**src/design/rmrc_pkg.sv**
```systemverilog
`timescale 1ns / 1ps
// ----------------------------------------------------------------------------
// rmrc_pkg
// Shared types, codes and constants of the ROMM mesh route computation block.
// ----------------------------------------------------------------------------
package rmrc_pkg;

  // Default geometry and retry budget
  localparam int COORD_BITS_DEF  = 4;
  localparam int MAX_TRIES_DEF   = 8;
  localparam int QUEUE_DEPTH_DEF = 2;

  // Random generator
  localparam int              SEED_W     = 16;
  localparam logic [SEED_W-1:0] SEED_RESET = 16'd44257;
  localparam logic [SEED_W-1:0] LFSR_TAPS  = 16'hB400;

  // Configuration register indexes
  localparam int              CFG_IDX_W    = 2;
  localparam logic [CFG_IDX_W-1:0] REG_NODE_X = 2'd0;
  localparam logic [CFG_IDX_W-1:0] REG_NODE_Y = 2'd1;
  localparam logic [CFG_IDX_W-1:0] REG_SEED   = 2'd2;

  // How the back end has to treat a queued header
  typedef enum logic [1:0] {
    OP_TRANSIT = 2'd0,  // from a neighbor, via node already settled
    OP_DIRECT  = 2'd1,  // injected, no third node: head for the target
    OP_DRAW    = 2'd2   // injected, draw a random intermediate node
  } op_e;

  // Output ports of the router
  typedef enum logic [2:0] {
    PORT_LOCAL = 3'd0,
    PORT_NORTH = 3'd1,
    PORT_EAST  = 3'd2,
    PORT_SOUTH = 3'd3,
    PORT_WEST  = 3'd4
  } port_e;

  // Back end sequencer
  typedef enum logic [2:0] {
    ST_IDLE   = 3'd0,
    ST_DRAW_X = 3'd1,
    ST_DRAW_Y = 3'd2,
    ST_CHECK  = 3'd3,
    ST_ROUTE  = 3'd4
  } state_e;

  // One Galois LFSR step
  function automatic logic [SEED_W-1:0] lfsr_next(input logic [SEED_W-1:0] s);
    lfsr_next = (s >> 1) ^ (s[0] ? LFSR_TAPS : '0);
  endfunction

endpackage

```
**src/design/romm_mesh_route_compute.sv**
```systemverilog
`timescale 1ns / 1ps
// ----------------------------------------------------------------------------
// romm_mesh_route_compute
// Two-phase randomized minimal (ROMM) route computation for one mesh router.
// ----------------------------------------------------------------------------
// Each header transaction yields exactly one result transaction, in order.
// A header from a neighbor, or an injected header whose rectangle to the
// target holds no third node, is loaded and then routed in the back end.
// An injected header that needs a random intermediate node is loaded, makes
// 1 to MAX_TRIES draw attempts and is then routed; each attempt draws
// one coordinate after the other on the single LFSR-times-span multiplier
// and then runs the reject check. A two-entry queue sits between the
// classifying front end and the back end, so headers keep being accepted
// while a draw is in progress, and the output register lets the back end
// load and draw the next header while a result waits to be taken.
// Configuration: write node_x (index 0), node_y (index 1) or random_seed
// (index 2) only while the block is idle; a seed write reloads the
// generator at once, and a zero seed loads the reset seed instead.
// ----------------------------------------------------------------------------
module romm_mesh_route_compute #(
  parameter int COORD_BITS  = rmrc_pkg::COORD_BITS_DEF,
  parameter int MAX_TRIES   = rmrc_pkg::MAX_TRIES_DEF,
  parameter int QUEUE_DEPTH = rmrc_pkg::QUEUE_DEPTH_DEF,
  // derived widths
  parameter int IN_W  = ((4 * COORD_BITS + 1 + 7) / 8) * 8,
  parameter int OUT_W = ((2 * COORD_BITS + 4 + 7) / 8) * 8,
  parameter int CFG_W = (COORD_BITS > rmrc_pkg::SEED_W) ? COORD_BITS : rmrc_pkg::SEED_W
) (
  input  logic                           clk_i,
  input  logic                           rst_ni,
  // configuration write port
  input  logic                           cfg_we_i,
  input  logic [rmrc_pkg::CFG_IDX_W-1:0] cfg_idx_i,
  input  logic [CFG_W-1:0]               cfg_wdata_i,
  // header input
  input  logic                           s_axis_tvalid_i,
  output logic                           s_axis_tready_o,
  // tdata: target_x, target_y, via_x, via_y, via_reached, zero pad
  input  logic [IN_W-1:0]                s_axis_tdata_i,
  // tuser: kind (0 injected locally, 1 from a neighbor)
  input  logic                           s_axis_tuser_i,
  // route result output
  output logic                           m_axis_tvalid_o,
  input  logic                           m_axis_tready_i,
  // tdata: out_port, new_via_x, new_via_y, new_via_reached, zero pad
  output logic [OUT_W-1:0]               m_axis_tdata_o
);
  import rmrc_pkg::*;

  // queue entry: op, reached, base x/y, span x/y, via x/y, target x/y
  localparam int EntryW = 8 * COORD_BITS + 5;

  logic                  fq_valid, fq_ready;
  logic [EntryW-1:0]     fq_data;
  logic                  qb_valid, qb_ready;
  logic [EntryW-1:0]     qb_data;
  logic [COORD_BITS-1:0] node_x, node_y;
  logic                  seed_we;

  assign seed_we = cfg_we_i && (cfg_idx_i == REG_SEED);

  // Front end: accept headers, hold node coordinates, classify
  rmrc_front #(
    .COORD_BITS (COORD_BITS),
    .IN_W       (IN_W),
    .ENTRY_W    (EntryW),
    .CFG_W      (CFG_W)
  ) u_front (
    .clk_i           (clk_i),
    .rst_ni          (rst_ni),
    .cfg_we_i        (cfg_we_i),
    .cfg_idx_i       (cfg_idx_i),
    .cfg_wdata_i     (cfg_wdata_i),
    .s_axis_tvalid_i (s_axis_tvalid_i),
    .s_axis_tready_o (s_axis_tready_o),
    .s_axis_tdata_i  (s_axis_tdata_i),
    .s_axis_tuser_i  (s_axis_tuser_i),
    .q_valid_o       (fq_valid),
    .q_ready_i       (fq_ready),
    .q_data_o        (fq_data),
    .node_x_o        (node_x),
    .node_y_o        (node_y)
  );

  // Decoupling queue
  rmrc_queue #(
    .WIDTH (EntryW),
    .DEPTH (QUEUE_DEPTH)
  ) u_queue (
    .clk_i        (clk_i),
    .rst_ni       (rst_ni),
    .push_valid_i (fq_valid),
    .push_ready_o (fq_ready),
    .push_data_i  (fq_data),
    .pop_valid_o  (qb_valid),
    .pop_ready_i  (qb_ready),
    .pop_data_o   (qb_data)
  );

  // Back end: draw the via node, route, drive the result
  rmrc_back #(
    .COORD_BITS (COORD_BITS),
    .MAX_TRIES  (MAX_TRIES),
    .ENTRY_W    (EntryW),
    .OUT_W      (OUT_W)
  ) u_back (
    .clk_i           (clk_i),
    .rst_ni          (rst_ni),
    .seed_we_i       (seed_we),
    .seed_i          (cfg_wdata_i[SEED_W-1:0]),
    .node_x_i        (node_x),
    .node_y_i        (node_y),
    .q_valid_i       (qb_valid),
    .q_ready_o       (qb_ready),
    .q_data_i        (qb_data),
    .m_axis_tvalid_o (m_axis_tvalid_o),
    .m_axis_tready_i (m_axis_tready_i),
    .m_axis_tdata_o  (m_axis_tdata_o)
  );

endmodule

```
**src/design/rmrc_front.sv**
```systemverilog
`timescale 1ns / 1ps
// ----------------------------------------------------------------------------
// rmrc_front
// Accept header transactions, hold the node coordinates and classify each
// header into a queue entry for the back end.
// ----------------------------------------------------------------------------
module rmrc_front #(
  parameter int COORD_BITS = rmrc_pkg::COORD_BITS_DEF,
  parameter int IN_W       = 24,
  parameter int ENTRY_W    = 8 * COORD_BITS + 5,
  parameter int CFG_W      = rmrc_pkg::SEED_W
) (
  input  logic                           clk_i,
  input  logic                           rst_ni,
  input  logic                           cfg_we_i,
  input  logic [rmrc_pkg::CFG_IDX_W-1:0] cfg_idx_i,
  input  logic [CFG_W-1:0]               cfg_wdata_i,
  input  logic                           s_axis_tvalid_i,
  output logic                           s_axis_tready_o,
  input  logic [IN_W-1:0]                s_axis_tdata_i,
  input  logic                           s_axis_tuser_i,
  output logic                           q_valid_o,
  input  logic                           q_ready_i,
  output logic [ENTRY_W-1:0]             q_data_o,
  output logic [COORD_BITS-1:0]          node_x_o,
  output logic [COORD_BITS-1:0]          node_y_o
);
  import rmrc_pkg::*;

  localparam int SpanW = COORD_BITS + 1;

  logic [COORD_BITS-1:0] node_x_q, node_x_d;
  logic [COORD_BITS-1:0] node_y_q, node_y_d;

  logic [COORD_BITS-1:0] tx, ty, vx, vy, bx, by, ex, ey;
  logic                  reached_in, reached;
  logic [SpanW-1:0]      sx, sy;
  logic                  many;
  op_e                   op;

  always_comb begin
    node_x_d = node_x_q;
    node_y_d = node_y_q;
    if (cfg_we_i && cfg_idx_i == REG_NODE_X) begin
      node_x_d = cfg_wdata_i[COORD_BITS-1:0];
    end
    if (cfg_we_i && cfg_idx_i == REG_NODE_Y) begin
      node_y_d = cfg_wdata_i[COORD_BITS-1:0];
    end
  end

  always_ff @(posedge clk_i or negedge rst_ni) begin
    if (!rst_ni) begin
      node_x_q <= '0;
      node_y_q <= '0;
    end else begin
      node_x_q <= node_x_d;
      node_y_q <= node_y_d;
    end
  end

  assign tx         = s_axis_tdata_i[0*COORD_BITS +: COORD_BITS];
  assign ty         = s_axis_tdata_i[1*COORD_BITS +: COORD_BITS];
  assign vx         = s_axis_tdata_i[2*COORD_BITS +: COORD_BITS];
  assign vy         = s_axis_tdata_i[3*COORD_BITS +: COORD_BITS];
  assign reached_in = s_axis_tdata_i[4*COORD_BITS];

  // Rectangle between this node and the target
  always_comb begin
    if (tx < node_x_q) begin
      bx = tx;
      sx = {1'b0, node_x_q - tx} + SpanW'(1);
    end else begin
      bx = node_x_q;
      sx = {1'b0, tx - node_x_q} + SpanW'(1);
    end
    if (ty < node_y_q) begin
      by = ty;
      sy = {1'b0, node_y_q - ty} + SpanW'(1);
    end else begin
      by = node_y_q;
      sy = {1'b0, ty - node_y_q} + SpanW'(1);
    end
  end

  // More than two nodes in the rectangle
  assign many = !((sx == SpanW'(1) && sy <= SpanW'(2)) ||
                  (sy == SpanW'(1) && sx <= SpanW'(2)));

  // Injected headers default to the target; a successful draw overwrites it
  always_comb begin
    if (!s_axis_tuser_i) begin
      ex      = tx;
      ey      = ty;
      reached = (tx == node_x_q) && (ty == node_y_q);
      op      = many ? OP_DRAW : OP_DIRECT;
    end else begin
      ex      = vx;
      ey      = vy;
      reached = reached_in || ((vx == node_x_q) && (vy == node_y_q));
      op      = OP_TRANSIT;
    end
  end

  assign q_data_o        = {op, reached, by, bx, sy, sx, ey, ex, ty, tx};
  assign q_valid_o       = s_axis_tvalid_i;
  assign s_axis_tready_o = q_ready_i;
  assign node_x_o        = node_x_q;
  assign node_y_o        = node_y_q;

endmodule

```
**src/design/rmrc_queue.sv**
```systemverilog
`timescale 1ns / 1ps
// ----------------------------------------------------------------------------
// rmrc_queue
// Short register FIFO between the classifying front end and the back end.
// ----------------------------------------------------------------------------
module rmrc_queue #(
  parameter int WIDTH = 37,
  parameter int DEPTH = rmrc_pkg::QUEUE_DEPTH_DEF
) (
  input  logic             clk_i,
  input  logic             rst_ni,
  input  logic             push_valid_i,
  output logic             push_ready_o,
  input  logic [WIDTH-1:0] push_data_i,
  output logic             pop_valid_o,
  input  logic             pop_ready_i,
  output logic [WIDTH-1:0] pop_data_o
);
  localparam int PtrW = (DEPTH > 1) ? $clog2(DEPTH) : 1;
  localparam int CntW = $clog2(DEPTH + 1);

  logic [WIDTH-1:0] mem_q [DEPTH];
  logic [PtrW-1:0]  wr_ptr_q, wr_ptr_d, rd_ptr_q, rd_ptr_d;
  logic [CntW-1:0]  count_q, count_d;
  logic             push, pop;

  assign push_ready_o = (count_q != CntW'(DEPTH));
  assign pop_valid_o  = (count_q != '0);
  assign push         = push_valid_i && push_ready_o;
  assign pop          = pop_valid_o && pop_ready_i;
  assign pop_data_o   = mem_q[rd_ptr_q];

  always_comb begin
    wr_ptr_d = wr_ptr_q;
    rd_ptr_d = rd_ptr_q;
    count_d  = count_q;
    if (push) begin
      wr_ptr_d = (wr_ptr_q == PtrW'(DEPTH - 1)) ? '0 : wr_ptr_q + PtrW'(1);
    end
    if (pop) begin
      rd_ptr_d = (rd_ptr_q == PtrW'(DEPTH - 1)) ? '0 : rd_ptr_q + PtrW'(1);
    end
    if (push && !pop) begin
      count_d = count_q + CntW'(1);
    end else if (pop && !push) begin
      count_d = count_q - CntW'(1);
    end
  end

  always_ff @(posedge clk_i or negedge rst_ni) begin
    if (!rst_ni) begin
      wr_ptr_q <= '0;
      rd_ptr_q <= '0;
      count_q  <= '0;
    end else begin
      wr_ptr_q <= wr_ptr_d;
      rd_ptr_q <= rd_ptr_d;
      count_q  <= count_d;
    end
  end

  always_ff @(posedge clk_i) begin
    if (push) begin
      mem_q[wr_ptr_q] <= push_data_i;
    end
  end

endmodule

```
**src/design/rmrc_back.sv**
```systemverilog
`timescale 1ns / 1ps
// ----------------------------------------------------------------------------
// rmrc_back
// Draw the intermediate node with the LFSR, compute the XY output port and
// hold the result in the output register.
// ----------------------------------------------------------------------------
module rmrc_back #(
  parameter int COORD_BITS = rmrc_pkg::COORD_BITS_DEF,
  parameter int MAX_TRIES  = rmrc_pkg::MAX_TRIES_DEF,
  parameter int ENTRY_W    = 8 * COORD_BITS + 5,
  parameter int OUT_W      = 16
) (
  input  logic                        clk_i,
  input  logic                        rst_ni,
  input  logic                        seed_we_i,
  input  logic [rmrc_pkg::SEED_W-1:0] seed_i,
  input  logic [COORD_BITS-1:0]       node_x_i,
  input  logic [COORD_BITS-1:0]       node_y_i,
  input  logic                        q_valid_i,
  output logic                        q_ready_o,
  input  logic [ENTRY_W-1:0]          q_data_i,
  output logic                        m_axis_tvalid_o,
  input  logic                        m_axis_tready_i,
  output logic [OUT_W-1:0]            m_axis_tdata_o
);
  import rmrc_pkg::*;

  localparam int SpanW = COORD_BITS + 1;
  localparam int ProdW = SEED_W + SpanW;
  localparam int TryW  = $clog2(MAX_TRIES + 1);

  // Unpacked queue entry
  logic [1:0]            e_op_bits;
  op_e                   e_op;
  logic                  e_reached;
  logic [COORD_BITS-1:0] e_tx, e_ty, e_vx, e_vy, e_bx, e_by;
  logic [SpanW-1:0]      e_sx, e_sy;

  assign {e_op_bits, e_reached, e_by, e_bx, e_sy, e_sx, e_vy, e_vx, e_ty, e_tx} = q_data_i;
  assign e_op = op_e'(e_op_bits);

  state_e                state_q, state_d;
  logic [SEED_W-1:0]     lfsr_q, lfsr_d;
  logic                  out_valid_q, out_valid_d;
  logic [OUT_W-1:0]      out_data_q, out_data_d;

  logic [COORD_BITS-1:0] tx_q, tx_d, ty_q, ty_d, vx_q, vx_d, vy_q, vy_d;
  logic [COORD_BITS-1:0] bx_q, bx_d, by_q, by_d, cx_q, cx_d, cy_q, cy_d;
  logic [SpanW-1:0]      sx_q, sx_d, sy_q, sy_d;
  logic                  reached_q, reached_d;
  logic [TryW-1:0]       tries_q, tries_d;

  logic [SEED_W-1:0]     lfsr_nx;
  logic [SpanW-1:0]      span_sel;
  logic [COORD_BITS-1:0] base_sel, draw;
  logic [ProdW-1:0]      prod;
  logic                  at_node, at_target;
  logic [COORD_BITS-1:0] dest_x, dest_y;
  port_e                 port;

  // Draw one coordinate: high part of the stepped LFSR times the span
  assign lfsr_nx  = lfsr_next(lfsr_q);
  assign span_sel = (state_q == ST_DRAW_X) ? sx_q : sy_q;
  assign base_sel = (state_q == ST_DRAW_X) ? bx_q : by_q;
  assign prod     = ProdW'(lfsr_nx) * ProdW'(span_sel);
  assign draw     = prod[SEED_W +: COORD_BITS] + base_sel;

  assign at_node   = (cx_q == node_x_i) && (cy_q == node_y_i);
  assign at_target = (cx_q == tx_q) && (cy_q == ty_q);

  // XY routing toward the via node, or the target once reached
  assign dest_x = reached_q ? tx_q : vx_q;
  assign dest_y = reached_q ? ty_q : vy_q;

  always_comb begin
    if (dest_x != node_x_i) begin
      port = (dest_x < node_x_i) ? PORT_WEST : PORT_EAST;
    end else if (dest_y != node_y_i) begin
      port = (dest_y < node_y_i) ? PORT_NORTH : PORT_SOUTH;
    end else begin
      port = PORT_LOCAL;
    end
  end

  assign q_ready_o = (state_q == ST_IDLE);

  always_comb begin
    state_d     = state_q;
    lfsr_d      = lfsr_q;
    out_valid_d = out_valid_q && !m_axis_tready_i;
    out_data_d  = out_data_q;
    tx_d = tx_q;  ty_d = ty_q;  vx_d = vx_q;  vy_d = vy_q;
    bx_d = bx_q;  by_d = by_q;  cx_d = cx_q;  cy_d = cy_q;
    sx_d = sx_q;  sy_d = sy_q;
    reached_d = reached_q;
    tries_d   = tries_q;

    case (state_q)
      ST_IDLE: begin
        if (q_valid_i) begin
          tx_d = e_tx;  ty_d = e_ty;  vx_d = e_vx;  vy_d = e_vy;
          bx_d = e_bx;  by_d = e_by;  sx_d = e_sx;  sy_d = e_sy;
          reached_d = e_reached;
          tries_d   = '0;
          state_d   = (e_op == OP_DRAW) ? ST_DRAW_X : ST_ROUTE;
        end
      end
      ST_DRAW_X: begin
        lfsr_d  = lfsr_nx;
        cx_d    = draw;
        state_d = ST_DRAW_Y;
      end
      ST_DRAW_Y: begin
        lfsr_d  = lfsr_nx;
        cy_d    = draw;
        state_d = ST_CHECK;
      end
      ST_CHECK: begin
        if (!at_node && !at_target) begin
          vx_d    = cx_q;
          vy_d    = cy_q;
          state_d = ST_ROUTE;
        end else if (tries_q == TryW'(MAX_TRIES - 1)) begin
          // out of retries: keep the target fallback loaded from the queue
          state_d = ST_ROUTE;
        end else begin
          tries_d = tries_q + TryW'(1);
          state_d = ST_DRAW_X;
        end
      end
      ST_ROUTE: begin
        if (!out_valid_q || m_axis_tready_i) begin
          out_valid_d = 1'b1;
          out_data_d  = OUT_W'({reached_q, vy_q, vx_q, port});
          state_d     = ST_IDLE;
        end
      end
      default: begin
        state_d = ST_IDLE;
      end
    endcase

    // Seed write reloads the generator; zero would lock it
    if (seed_we_i) begin
      lfsr_d = (seed_i == '0) ? SEED_RESET : seed_i;
    end
  end

  always_ff @(posedge clk_i or negedge rst_ni) begin
    if (!rst_ni) begin
      state_q     <= ST_IDLE;
      lfsr_q      <= SEED_RESET;
      out_valid_q <= 1'b0;
    end else begin
      state_q     <= state_d;
      lfsr_q      <= lfsr_d;
      out_valid_q <= out_valid_d;
    end
  end

  always_ff @(posedge clk_i) begin
    out_data_q <= out_data_d;
    tx_q <= tx_d;  ty_q <= ty_d;  vx_q <= vx_d;  vy_q <= vy_d;
    bx_q <= bx_d;  by_q <= by_d;  cx_q <= cx_d;  cy_q <= cy_d;
    sx_q <= sx_d;  sy_q <= sy_d;
    reached_q <= reached_d;
    tries_q   <= tries_d;
  end

  assign m_axis_tvalid_o = out_valid_q;
  assign m_axis_tdata_o  = out_data_q;

endmodule
```
**config.mk**
```make
export PLATFORM = sky130hd
export DESIGN_NAME = romm_mesh_route_compute
export DESIGN_NICKNAME = d
export VERILOG_FILES = /design/src/design/rmrc_pkg.sv /design/src/design/romm_mesh_route_compute.sv /design/src/design/rmrc_front.sv /design/src/design/rmrc_queue.sv /design/src/design/rmrc_back.sv
export SDC_FILE = /design/constraint.sdc
export NUM_CORES = 1
export LEC_CHECK = 0
export BUFFER_PORTS_ARGS = -buffer_cell sky130_fd_sc_hd__buf_2
export CAP_MARGIN = 15
export CORE_UTILIZATION = 45
export CTS_CLUSTER_DIAMETER = 150
export DETAILED_ROUTE_END_ITERATION = 8
export GPL_TIMING_DRIVEN = 0
export PLACE_DENSITY_LB_ADDON = 0.12
export SLEW_MARGIN = 20
export SYNTH_ARGS = -nofsm -noshare
export SYNTH_HDL_FRONTEND = slang
export SYNTH_SLANG_ARGS = --single-unit
```
**constraint.sdc**
```tcl
create_clock -name clk_i -period 6.6 [get_ports clk_i]
set_clock_uncertainty 0.05 [all_clocks]
set_input_delay 0.66 -clock clk_i [delete_from_list [all_inputs] [get_ports clk_i]]
set_output_delay 0.66 -clock clk_i [all_outputs]
set_load 0.02 [all_outputs]
```
# Word level (Yosys, flattened, before mapping)

Memories as Yosys holds them, arrays and structs flattened.
Cells that the tools add are included.
Widths: inputs -> output; s select.

$add $sub $neg: 14
$mul: 1
Order comparisons: 6
Eq/ne operators: 26
Mux-type cells: 45
Bitwise logic cells: 1
Reductions and logical operators: 37

Operators with widths:

| cell                | number |
|---|---|
| $mux 16             | 4 |
| $mux 4              | 14 |
| $eq 4x4->1          | 8 |
| $mux 3              | 8 |
| $pmux 4 s2          | 3 |
| $add 4x1->5 const B | 4 |
| $mul 16x5->20       | 1 |
| $logic_not 16->1    | 1 |
| $lt 4x4->1          | 4 |
| $sub 4x4->4         | 4 |
| $xor 15x16->16      | 1 |
| $logic_and 1x1->1   | 15 |
| $mux 5              | 3 |
| $pmux 3 s5          | 1 |
| $eq 5x1->1 const B  | 2 |
| $le 5x2->1 const B  | 2 |
| $mux 2              | 5 |
| $ne 4x4->1          | 2 |
| $reduce_bool 2->1   | 4 |
| $mux 1              | 7 |
| $eq 3x2->1 const B  | 2 |
| $logic_not 1->1     | 6 |
| $ne 2x1->1 const B  | 3 |
| $ne 2x2->1 const B  | 3 |
| 17 further kinds    | 23 |

Register bits after elaboration: 91
Bits in writable memories: 74
Input bits: 48
Logic and storage cells: 152
Memories kept: 1

Memory list:

| memory        | words | bits a word | read ports | clocked after memory_dff | write ports | RTL line         | source |
|---|---|---|---|---|---|---|---|
| u_queue.mem_q | 2     | 37          | 1          | 0                        | 1           | rmrc_queue.sv:22 | `logic [WIDTH-1:0] mem_q [DEPTH];` |

# Longest topological paths before layout

Gate-level depths: netlist (run 1).

Depth in word-level cells: 8
Gate-level depth with buffers: 24
Mapped depth without buffers: 22

# Cells and area by module

From an unflattened synthesis (run 1), not the netlist that was laid out.

Cells, all modules: 864
Area total of the unflattened synthesis: 10309.9 um^2

By module, submodules not included:

| module                  | instances | cells an instance | area an instance (um^2) | seq. area each (um^2) |
|---|---|---|---|---|
| rmrc_back               | 1         | 547               | 5909.4                  | 2282.2 |
| rmrc_queue              | 1         | 133               | 2946.6                  | 2322.2 |
| rmrc_front              | 1         | 183               | 1445.1                  | 200.2 |
| romm_mesh_route_compute | 1         | 1                 | 8.8                     | 0.0 |

# Least setup slack after synthesis (run 1)

No wires, ideal clock.

Path type: register to register
Start: register u_back.state_q[2]
End: register u_back.cx_q[3], data pin
Arrival time: 5.555 ns
Data required time: 6.286 ns
Slack: 0.730 ns
Cell stages (with the launch flop): 23
Buffers on the path: 2
Clock period less this slack: 5.870 ns
Cell sequence: dfrtp_1 > nor3b_4 > buf_4 > mux2i_1 > clkbuf_1 > nor2_1 > fa_1 > fa_1 > inv_1 > fa_1 > inv_1 > ha_1 > nand2_1 > nor4_1 > nand4_1 > nand3_1 > xor2_1 > ha_1 > a21o_1 > a21oi_1 > xor2_1 > xnor2_1 > xnor2_1

Longest elaborated chain between the ends: 4
Elaborated cells between the ends (all ways): 5
Classes of those cells: add/sub: 1; mul: 1; eq/ne: 1; mux: 2

RTL lines:

| what                     | RTL line                         | source |
|---|---|---|
| start: declaration       | rmrc_back.sv:42                  | `state_e state_q, state_d;` |
| start signal: assignment | rmrc_back.sv:155                 | `state_q <= state_d;` |
| $eq 3x1->1 *             | rmrc_back.sv:63, rmrc_back.sv:64 |  |
| $mux 5                   | rmrc_back.sv:63                  | `assign span_sel = (state_q == ST_DRAW_X) ? sx_q : sy_q;` |
| $mul 16x5->20            | rmrc_back.sv:65                  | `assign prod = ProdW'(lfsr_nx) * ProdW'(span_sel);` |
| $add 4x4->4 *            | rmrc_back.sv:66                  | `assign draw = prod[SEED_W +: COORD_BITS] + base_sel;` |
| named net u_back.draw[3] | rmrc_back.sv:55                  | `logic [COORD_BITS-1:0] base_sel, draw;` |
| end signal: assignment   | rmrc_back.sv:164                 | `bx_q <= bx_d; by_q <= by_d; cx_q <= cx_d; cy_q <= cy_d;` |
| end: declaration         | rmrc_back.sv:48                  | `logic [COORD_BITS-1:0] bx_q, bx_d, by_q, by_d, cx_q, cx_d, cy_q, cy_d;` |

Mark *: on every way through the listed nets, which the timed path passes. The rest lies on a longest branch.
A chain may end at the register's enable or synchronous reset.

# Final worst setup path (run 1)

Ends and elaborated chain as after synthesis.

==> results of run 1 <==
-- per-stage QoR --
stage / instances / hold WS, ns / setup TNS (ns) / area (um^2)
6_report: 1230 / 0.254 / 0 / 11300
5_1_grt: 1230 / 0.304 / -0.0123 / 11300
4_1_cts: 1228 / 0.266 / 0 / 11300
3_5_place_dp: 1195 / 0.386 / -0.904 / 10600
3_3_place_gp: 1193 / 0.382 / -0.676 / 10600
2_1_floorplan: 860 / 0.314 / 0 / 9960
-- worst min path at each step --
stage	startpoint	endpoint	slack (ns)
floorplan	rst_ni	u_back.lfsr_q[12]	0.31
global placement	u_back.vy_q[2]	u_back.m_axis_tdata_o[9]	0.38
detailed placement	u_back.vy_q[2]	u_back.m_axis_tdata_o[9]	0.39
CTS	rst_ni	u_back.m_axis_tvalid_o	0.27
global route	rst_ni	u_back.m_axis_tvalid_o	0.30
finish	rst_ni	u_back.m_axis_tvalid_o	0.25
-- cell families (layout without fill, tap and decap cells) --
logic type | Yosys count | count (layout) | synth area share (%)
multiplexers | 65 | 65 | 7.16
other | 1 | 4 | 0.0377
AO/OA/AOI/OAI | 108 | 108 | 6.48
adder cells (fa/ha/maj) | 104 | 104 | 16.5
buffers and inverters | 116 | 206 | 4.59
AND/OR/NAND/NOR | 244 | 244 | 12.2
flip-flops | 165 | 165 | 48.3
XOR/XNOR | 54 | 54 | 4.76
-- flip-flops by register name, indices dropped and copies added (netlist names), 2 cells and up --
signal and flops:
u_front.node_x_o 4, u_back.state_q 3, u_back.ty_q 4, u_back.by_q 4
u_back.sy_q 5, u_back.m_axis_tdata_o 12, u_queue.mem_q 74, u_back.lfsr_q 16
u_back.tx_q 4, u_back.vy_q 4, u_back.vx_q 4, u_back.cy_q 4
u_back.sx_q 5, u_back.tries_q 4, u_back.cx_q 4, u_front.node_y_o 4
u_back.bx_q 4, u_queue.count_q 2
-- synthesized netlist by cell type (2+ instances only) --
master and count:
a211oi_1 2, a21bo_2 2, a21o_1 4, a21oi_1 28, a221oi_1 2, a31oi_1 15
a32oi_1 2, and2_1 14, and3_1 3, buf_2 2, buf_4 5, clkbuf_1 20
dfrtp_1 24, dfstp_2 8, edfxtp_1 133, fa_1 45, ha_1 59, inv_1 88
mux2_2 45, mux2i_1 19, nand2_1 81, nand2b_1 16, nand3_1 9, nand3b_1 4
nand4_1 9, nor2_1 48, nor2b_1 36, nor3_1 6, nor3b_1 2, nor4_1 8
o211ai_1 2, o21a_1 4, o21ai_0 36, o22ai_1 3, or3_1 3, xnor2_1 35
xor2_1 19
-- worst register-to-register path, cell delays in order, from the launching register on --
cell,delay [ns]
dfrtp_1,0.49
nor3b_4,0.34
buf_4,0.19
mux2i_4,0.35
clkbuf_4,0.30
nor2b_1,0.09
fa_1,0.49
fa_1,0.55
inv_1,0.06
fa_1,0.53
inv_1,0.05
ha_1,0.32
a211oi_1,0.24
o21ai_0,0.17
a32oi_2,0.28
nand3_1,0.19
xor2_2,0.20
ha_1,0.30
a21o_1,0.17
a21oi_1,0.19
xor2_1,0.20
xnor2_1,0.15
xnor2_1,0.12
-- layer usage --
| metal | vias up | part of all wire (%) | GRT usage [%] | wire length, um |
|---|---|---|---|---|
| met3 | 14 | 4.0 | 3.24 | 915 |
| li1 | 3116 | - | - | - |
| met5 | - | 0 | 0 | 0 |
| met2 | 143 | 47 | 33.6 | 10600 |
| met4 | 0 | 0.87 | 5.10 | 199 |
| met1 | 3309 | 48 | 31.3 | 11000 |
-- repair_timing --
| item | in CTS | in global routing |
|---|---|---|
| buffers inserted | 2 | 2 |
| endpoints found under the setup margin | 2 | 2 |
| endpoints found under the hold margin | 0 | 0 |
| hold buffers | 0 | 0 |
| cloned | 0 | 0 |
| resized for setup | 5 | 11 |
| pin swaps | 1 | 1 |
-- cell type report --
| class | instances | area share [%] |
|---|---|---|
| flip-flops and latches | 165 | 42.4 |
| plain buffers | 27 | 1.18 |
| clock inverters | 15 | 1.53 |
| clock buffers | 17 | 3.76 |
| inverters | 88 | 2.92 |
| multi-input cells | 579 | 42.0 |
| well taps | 280 | 3.10 |
| repair buffers | 59 | 3.03 |
-- layout by cell type (no fill, tap or decap), drive strengths merged, types with 2 or more instances in the layout --
| cell | n |
|---|---|
| a21oi | 28 |
| a21o | 4 |
| nor3 | 6 |
| or3 | 3 |
| mux2 | 46 |
| mux2i | 19 |
| edfxtp | 133 |
| clkbuf | 35 |
| o21ai | 37 |
| a21bo | 2 |
| conb | 4 |
| dfrtp | 24 |
| nand3 | 9 |
| a32oi | 2 |
| clkinv | 5 |
| nand2 | 82 |
| o21a | 4 |
| nand2b | 16 |
| o211ai | 2 |
| a211oi | 2 |
| fa | 45 |
| ha | 59 |
| a221oi | 2 |
| inv | 97 |
| dfstp | 8 |
| nor4 | 8 |
| o22ai | 3 |
| xnor2 | 35 |
| nand3b | 4 |
| and2 | 14 |
| nor2b | 36 |
| a31oi | 15 |
| xor2 | 19 |
| nor3b | 3 |
| buf | 68 |
| nor2 | 48 |
| and3 | 3 |
| nand4 | 9 |
==> results by group, run 1 <==
STA
  • Max Freq: 159 MHz
  • Worst setup margin: 0.313 ns
  • Final setup viols: 0
  • Min Clock Period, post-route: 6.29 ns
  • Fin crit share: 95.3%
  • Worst-margin pin slew: between 0.8 and 0.9 ns
  • Slew HR: 45.1%
  • Max-slew violations: 0
  • Final Hold Viols: 0

Detailed routing
  • WL/cell: 18.5 um
  • Initial DRT Pass Iterations: 7
  • ANT nets after route: 0
  • DRT Wirelength: 22800 um
  • Via count: 6582
  • Vias per cell: 5.35
  • Iteration-0 DRC Markers: ~330
  • DRC Markers: 0

Synthesis
  • Synth area leaders: edfxtp_1 (40%), fa_1 (9.1%), ha_1 (7.4%)
  • Post-Syn Area per Cell: 11.6 um^2
  • FF+latch count, synth: 165
  • EDFF count, synth: 133
  • Synth Warn #: 0
  • Synth area leader: edfxtp_1
  • Asr flop ratio synth: 19.4%
  • Syn Inst Count: 857
  • Syn Std Cell Area: a little under 10000 um^2
  • Synth unique cells: 53
  • Yosys top cell area share: 40.2%
  • Seq/Total Area, Yosys: ~48%
  • Post-synth top flop: edfxtp_1

CTS
  • CTS root buffer: clkbuf_16
  • Clk Latency, worst-skew pair: about 0.44 ns
  • CTS tree: yes
  • Total CTS buffers: 17
  • Clk slew on worst S/H paths: 0.07 ns
  • Max Buffers Root-to-Sink: 2
  • # H-tree levels: 4
  • Clock sink count: 165

Status
  • Status: finished, final reports clean

Global route
  • Vias in the first global route: 6407
  • Antenna violations before repair: 0
  • GRT Total Usage: 21.5%
  • Global route total overflow: 0
  • First-pass GRT wire length: 35800 um
  • Largest net degree at the start of global routing: 33

Worst setup path
  • Worst setup path end: u_back.cx_q[3]
  • Worst Path Buf+Inv: 4
  • CP max FO: 10
  • Worst Path Required: 6.72 ns
  • Reg2reg end: u_back.cx_q[3]
  • Top delay family on crit path: adder cells
  • CP arrival: 6.40 ns
  • Setup slack, reg-to-reg: approximately 0.31 ns
  • Crit-path max cell delay: 0.55 ns
  • Worst path depth: 22
  • Kind of critical path: reg -> reg
  • CP max stage cell: fa_1
  • Crit path from: u_back.state_q[2]
  • Worst setup EP type: flip-flop
  • RR Startpoint: u_back.state_q[2]
  • Register-to-Register Path Depth: 22
  • Worst path cell trace: nor3b_4 -> buf_4 -> mux2i_4 -> clkbuf_4 -> nor2b_1 -> fa_1 -> fa_1 -> inv_1 -> fa_1 -> inv_1 -> ha_1 -> a211oi_1 -> o21ai_0 -> a32oi_2 -> nand3_1 -> xor2_2 -> ha_1 -> a21o_1 -> a21oi_1 -> xor2_1 -> xnor2_1 -> xnor2_1
  • Crit path top cell by count: fa_1
  • Startpoint types: flip-flop

Placed design
  • Post-place setup slack: -0.452 ns
  • Final RePlAce weighted congestion: approximately 0.84
  • I/O Buffers: 53
  • Dpl hpwl: 17300 um

Cells and area
  • Share of cells above drive strength 1: 17.8%
  • Finished Core Util: 52.0%
  • # nets final: 1089
  • Synthesis-to-layout area growth: 13.8%
  • Multi-input logic area: about 4800 um^2
  • Fillers: 1940
  • Reg area: 4800 um^2
  • Antenna cells: 0

Floorplanning
  • I/O pin total: between 60 and 70
  • Row count: 54
  • Die Y: 151 um
  • Die width: 151 um
  • Core area: between 20000 and 25000 um^2
  • Initial core utilization: 45.7%
  • Die area: approximately 23000 um^2

Job
  • Max-cap violations: 0

Min path
  • Hold Crit Class: in -> async
Power of run 1 is left out: the tool's default activity adds up to more than one toggle a clock period on the data nets, which glitch-free logic cannot reach.
==> inputs of run 2 (changes only) <==
Settings changed: SLEW_MARGIN 20 to 10.
Clock period 6.6 ns to 5.8 ns, I/O delays scaled along.
==> run 2 against run 1 <==
Effect of this change: register-to-register slack got worse by 0.15 ns; sequential cell count unchanged; critical path depth grew 1; hold slack lost 0.089 ns; count of clock-buffer cells in the layout is the same; critical endpoint unchanged; largest cell class is now multi-input gates; highest routed layer unchanged.
==> results by group, run 2 (same netlist as run 1, synthesis figures left out) <==
CTS
  • # H-tree levels: 4 (unchanged)
  • Max Buffers Root-to-Sink: 2 (unchanged)
  • Total CTS buffers: 17 (unchanged)
  • Clock sink count: 165 (unchanged)
  • CTS tree: yes
  • Clk slew on worst S/H paths: 0.07 ns (about the same)
  • CTS root buffer: clkbuf_16
  • Clk Latency, worst-skew pair: 0.44 ns (about the same)

Min path
  • Hold Crit Class: in -> async

Global route
  • Vias in the first global route: 6615 (+3.2%)
  • GRT Total Usage: 22.0% (+0.57 points)
  • Largest net degree at the start of global routing: 33 (unchanged)
  • Antenna violations before repair: 0 (unchanged)
  • First-pass GRT wire length: 36700 um (+2.6%)
  • Global route total overflow: 0 (unchanged)

Detailed routing
  • DRT Wirelength: 23400 um (+2.6%)
  • WL/cell: 18.7 um (+1.1%)
  • Vias per cell: 5.28 (-1.3%)
  • Via count: 6589 (+0.11%)
  • Initial DRT Pass Iterations: 4 (-3)
  • DRC Markers: 0 (unchanged)
  • ANT nets after route: 0 (unchanged)
  • Iteration-0 DRC Markers: 364 (+11%)

Cells and area
  • Synthesis-to-layout area growth: 17.8%
  • Antenna cells: 0 (unchanged)
  • Top reg by flops: u_queue.mem_q
  • # nets final: 1107 (+1.7%)
  • Share of cells above drive strength 1: 23.0% (+5.2 points)
  • Most common cell after layout, fill and taps aside: edfxtp_1
  • Max reg flops: 74 (unchanged)
  • Commonest non-fill, non-tap cells in the layout: edfxtp_1 (133), inv_1 (83), nand2_1 (78)

Worst setup path
  • Startpoint types: flip-flop
  • CP max FO: 8 (-2)
  • Worst setup EP type: flip-flop
  • Kind of critical path: reg -> reg
  • CP arrival: 5.76 ns (-0.64 ns)
  • Worst Path Required: 5.93 ns (-0.79 ns)

STA
  • Max Freq: 178 MHz (+12%)
  • Min Clock Period, post-route: 5.63 ns (-0.653 ns)
  • Max-slew violations: 0 (unchanged)
  • Final Hold Viols: 0 (unchanged)
  • Fin crit share: 97.1% (+1.9 points)
  • RSZ-0062 raised after global routing: true
  • Final setup viols: 0 (unchanged)
  • Worst-margin pin slew: 0.868 ns (+0.0438 ns)
  • Slew HR: 42.0% (-3.0 points)
  • Setup TNS: 0 ns (unchanged)

Placed design
  • I/O Buffers: 53 (unchanged)
  • Dpl hpwl: 17400 um (+0.82%)
  • Final RePlAce weighted congestion: 0.840 (+0.20%)

Job
  • Max-cap violations: 0 (unchanged)

Status
  • Status: finished, final reports clean

Floorplanning
  • Core area: 21800 um^2 (unchanged)
  • Die width: 151 um (unchanged)
  • Initial core utilization: 45.7% (unchanged)
  • I/O pin total: 66 (unchanged)
  • Row count: 54 (unchanged)
  • Die area: 22700 um^2 (unchanged)
  • Die Y: 151 um (unchanged)
## run 2: routing by layer
layer,up-vias,wire [um],track usage [%]
met3,15,1010,3.70
met1,3291,11100,31.1
met5,-,0,0
met4,0,153,5.20
li1,3146,-,-
met2,137,11100,35.3
## run 2: timing repair
item	in CTS	in global routing
pin swaps	15	36
gates resized for setup	34	35
hold buffers	0	0
setup endpoints to repair	8	6
setup buffers	16	3
## run 2: final timing paths
kind / endpoint / cells past startpoint / start / slack [ns]
max: u_back.cx_q[3] / 23 / u_back.state_q[1] / 0.17
min: u_back.m_axis_tvalid_o / 1 / rst_ni / 0.16
max reg2reg: u_back.cx_q[3] / 23 / u_back.state_q[1] / 0.17
min reg2reg: u_back.m_axis_tdata_o[9] / 0 / u_back.vy_q[2] / 0.40
max in group asynchronous: u_back.state_q[1] / 1 / rst_ni / 5.01
min in group clk_i: u_queue.mem_q[0][4] / 1 / s_axis_tdata_i[4] / 0.31
## run 2: worst max-delay path, stage by stage (launching register included)
cell      delay [ns]
dfrtp_2         0.43
nor3b_4         0.20
buf_6           0.15
buf_12          0.11
mux2_4          0.32
buf_8           0.14
and2_4          0.16
fa_1            0.50
fa_1            0.52
inv_1           0.05
fa_1            0.51
inv_2           0.05
ha_4            0.23
a211oi_2        0.22
o21ai_1         0.12
a32oi_2         0.28
nand3_2         0.15
xor2_2          0.18
ha_1            0.28
a21o_1          0.17
a21oi_2         0.13
xor2_1          0.17
xnor2_1         0.15
xnor2_1         0.11
## run 2: cell type report
class                      count  area [um^2]
fill                        1959        10000
tap                          280          350
sequential                   165         4810
clock buffer                  17          425
timing repair buffer          76          495
multi-input combinational    579         4950
clock inverter                15          180
buffer                        28          174
inverter                      88          330
## run 2: per-stage QoR
stage               hold WS, ns  cell area, um^2  worst slack, ns  std cells  util, %
floorplan                 0.234             9970           0.0336        860        -
global placement          0.390            10600           -0.977       1193     48.7
detailed placement        0.390            10600            -1.03       1196     48.9
CTS                       0.184            11600          0.00113       1244     53.1
global route              0.211            11700           -0.124       1248     53.8
finish                    0.164            11700            0.167       1248     53.8
Power of run 2 is left out for the same reason.
==> inputs of run 3 (changes only) <==
Settings changed: CORE_MARGIN set to 10.
==> run 3 against run 2 <==
Effect of this change: critical path depth did not move; non-clock buffer count fell by 5; global-route usage shrank 4.7 points; fmax is 1.8% lower; sequential share of layout area is 0.16 points higher; first-iteration DRC count up 33%; final cell count decreased by 0.40%; register-to-register slack got worse by 0.10 ns; wire length increased by 0.69%; final area shrank 0.38%; sequential cell count stayed put; die area grew 25%; critical endpoint unchanged; largest cell class unchanged.
==> results by group, run 3 (same netlist as run 1, synthesis figures left out) <==
Global route
  • Largest net degree at the start of global routing: 33 (unchanged)
  • Vias in the first global route: 6919 (+4.6%)
  • First-pass GRT wire length: 38700 um (+5.6%)
  • Antenna violations before repair: 0 (unchanged)
  • GRT Total Usage: 17.3% (-4.7 points)
  • Global route total overflow: 0 (unchanged)

STA
  • Max Freq: 174 MHz (-1.8%)
  • Min Clock Period, post-route: 5.74 ns (+0.102 ns)
  • Setup TNS: 0 ns (unchanged)
  • RSZ-0062 raised after global routing: true
  • Fin crit share: 98.9% (+1.8 points)
  • Slew HR: 25.4% (-17 points)
  • Worst-margin pin slew: 1.12 ns (+0.250 ns)
  • Max-slew violations: 0 (unchanged)
  • Final Hold Viols: 0 (unchanged)
  • Final setup viols: 0 (unchanged)

Floorplanning
  • Die Y: 169 um (+12%)
  • Core area: 21800 um^2 (unchanged)
  • Row count: 54 (unchanged)
  • Initial core utilization: 45.7% (unchanged)
  • Die area: 28400 um^2 (+25%)
  • I/O pin total: 66 (unchanged)
  • Die width: 169 um (+12%)

Detailed routing
  • ANT nets after route: 0 (unchanged)
  • DRC Markers: 0 (unchanged)
  • DRT Wirelength: 23500 um (+0.69%)
  • Via count: 6557 (-0.49%)
  • Iteration-0 DRC Markers: 484 (+33%)
  • WL/cell: 18.9 um (+1.1%)
  • Vias per cell: 5.28 (about the same)
  • Initial DRT Pass Iterations: 5 (+1)

Worst setup path
  • Crit-path max cell delay: 0.54 ns (+0.02 ns)
  • Worst path cell trace: nor3b_4 -> buf_12 -> buf_12 -> mux2_4 -> clkbuf_16 -> and2_4 -> fa_1 -> fa_1 -> inv_2 -> fa_1 -> inv_2 -> ha_4 -> a211oi_2 -> o21ai_1 -> a32oi_2 -> nand3_2 -> xor2_2 -> ha_1 -> a21o_1 -> a21oi_2 -> xor2_1 -> xnor2_1 -> xnor2_1
  • Worst Path Required: 5.92 ns (about the same)
  • Startpoint types: flip-flop
  • Top delay family on crit path: adder cells
  • Crit path top cell by count: fa_1
  • Worst setup EP type: flip-flop
  • Worst Path Buf+Inv: 5 (unchanged)
  • CP arrival: 5.86 ns (+0.10 ns)
  • CP max FO: 8 (unchanged)
  • Kind of critical path: reg -> reg
  • CP max stage cell: fa_1

Min path
  • Hold Crit Class: in -> async

Cells and area
  • Antenna cells: 0 (unchanged)
  • Synthesis-to-layout area growth: 17.3%
  • Most common cell after layout, fill and taps aside: edfxtp_1
  • Share of cells above drive strength 1: 21.9% (-1.1 points)
  • Max reg flops: 74 (unchanged)
  • Top reg by flops: u_queue.mem_q
  • Commonest non-fill, non-tap cells in the layout: edfxtp_1 (133), inv_1 (86), nand2_1 (79)
  • # nets final: 1102 (-0.45%)

CTS
  • Clk slew on worst S/H paths: 0.07 ns (about the same)
  • CTS tree: yes
  • Clk Latency, worst-skew pair: 0.43 ns (about the same)
  • Clock sink count: 165 (unchanged)
  • Max Buffers Root-to-Sink: 2 (unchanged)
  • CTS root buffer: clkbuf_16
  • Total CTS buffers: 17 (unchanged)
  • # H-tree levels: 4 (unchanged)

Status
  • Status: finished, final reports clean

Placed design
  • Final RePlAce weighted congestion: 0.829 (-1.3%)
  • I/O Buffers: 53 (unchanged)
  • Dpl hpwl: 17700 um (+1.9%)

Job
  • Max-cap violations: 0 (unchanged)
## run 3: timing repair
| item | in CTS | in global routing |
|---|---|---|
| resized for setup | 37 | 19 |
| buffers inserted | 11 | 3 |
| hold buffers | 0 | 0 |
| endpoints found under the setup margin | 8 | 6 |
| hold endpoints to repair | 0 | 0 |
| pin swaps | 17 | 24 |
## run 3: path summary, 6_finish.rpt
check | from | endpoint | slack, ns | depth (start not counted)
min in group clk_i | s_axis_tdata_i[4] | u_queue.mem_q[0][4] | 0.31 | 1
max in group asynchronous | rst_ni | u_back.state_q[1] | 4.98 | 1
hold / removal | rst_ni | u_back.state_q[2] | 0.18 | 1
setup reg to reg | u_back.state_q[1] | u_back.cx_q[3] | 0.06 | 23
hold reg to reg | u_back.reached_q | u_back.m_axis_tdata_o[11] | 0.40 | 0
setup / recovery | u_back.state_q[1] | u_back.cx_q[3] | 0.06 | 23
## run 3: final cells by class
class,count,area (um^2)
fill,1926,10100
multi-input combinational,579,4940
sequential,165,4810
timing repair buffer,71,459
clock buffer,17,425
tap,280,350
inverter,88,330
buffer,28,181
clock inverter,15,174
## run 3: worst reg2reg max path, stage by stage, from the launching register on
cell and delay, ns:
dfrtp_2 0.42, nor3b_4 0.23, buf_12 0.15, buf_12 0.11
mux2_4 0.32, clkbuf_16 0.17, and2_4 0.16, fa_1 0.50
fa_1 0.54, inv_2 0.04, fa_1 0.52, inv_2 0.05
ha_4 0.23, a211oi_2 0.23, o21ai_1 0.11, a32oi_2 0.26
nand3_2 0.15, xor2_2 0.18, ha_1 0.31, a21o_1 0.17
a21oi_2 0.15, xor2_1 0.17, xnor2_1 0.15, xnor2_1 0.11
## run 3: per-layer routing
layer | wire length (um) | up-vias | global-route usage (%) | part of all wire [%]
met5 | 0 | - | 0 | 0
met4 | 187 | 0 | 3.41 | 0.79
met3 | 1110 | 16 | 3.06 | 4.7
met2 | 10800 | 150 | 27.5 | 46
met1 | 11400 | 3247 | 24.3 | 49
li1 | - | 3144 | - | -
## run 3: per-stage QoR
step | std cells | worst slack [ns] | hold WS [ns] | cell area [um^2] | util, %
after detailed placement | 1196 | -1.02 | 0.382 | 10600 | 48.9
after global placement | 1193 | -0.985 | 0.384 | 10600 | 48.7
after floorplan | 860 | 0.0336 | 0.234 | 9970 | -
after CTS | 1239 | 0.00238 | 0.192 | 11600 | 53.1
final | 1243 | 0.0643 | 0.178 | 11700 | 53.6
after global routing | 1243 | -0.218 | 0.220 | 11700 | 53.6
Power of run 3 is left out for the same reason.
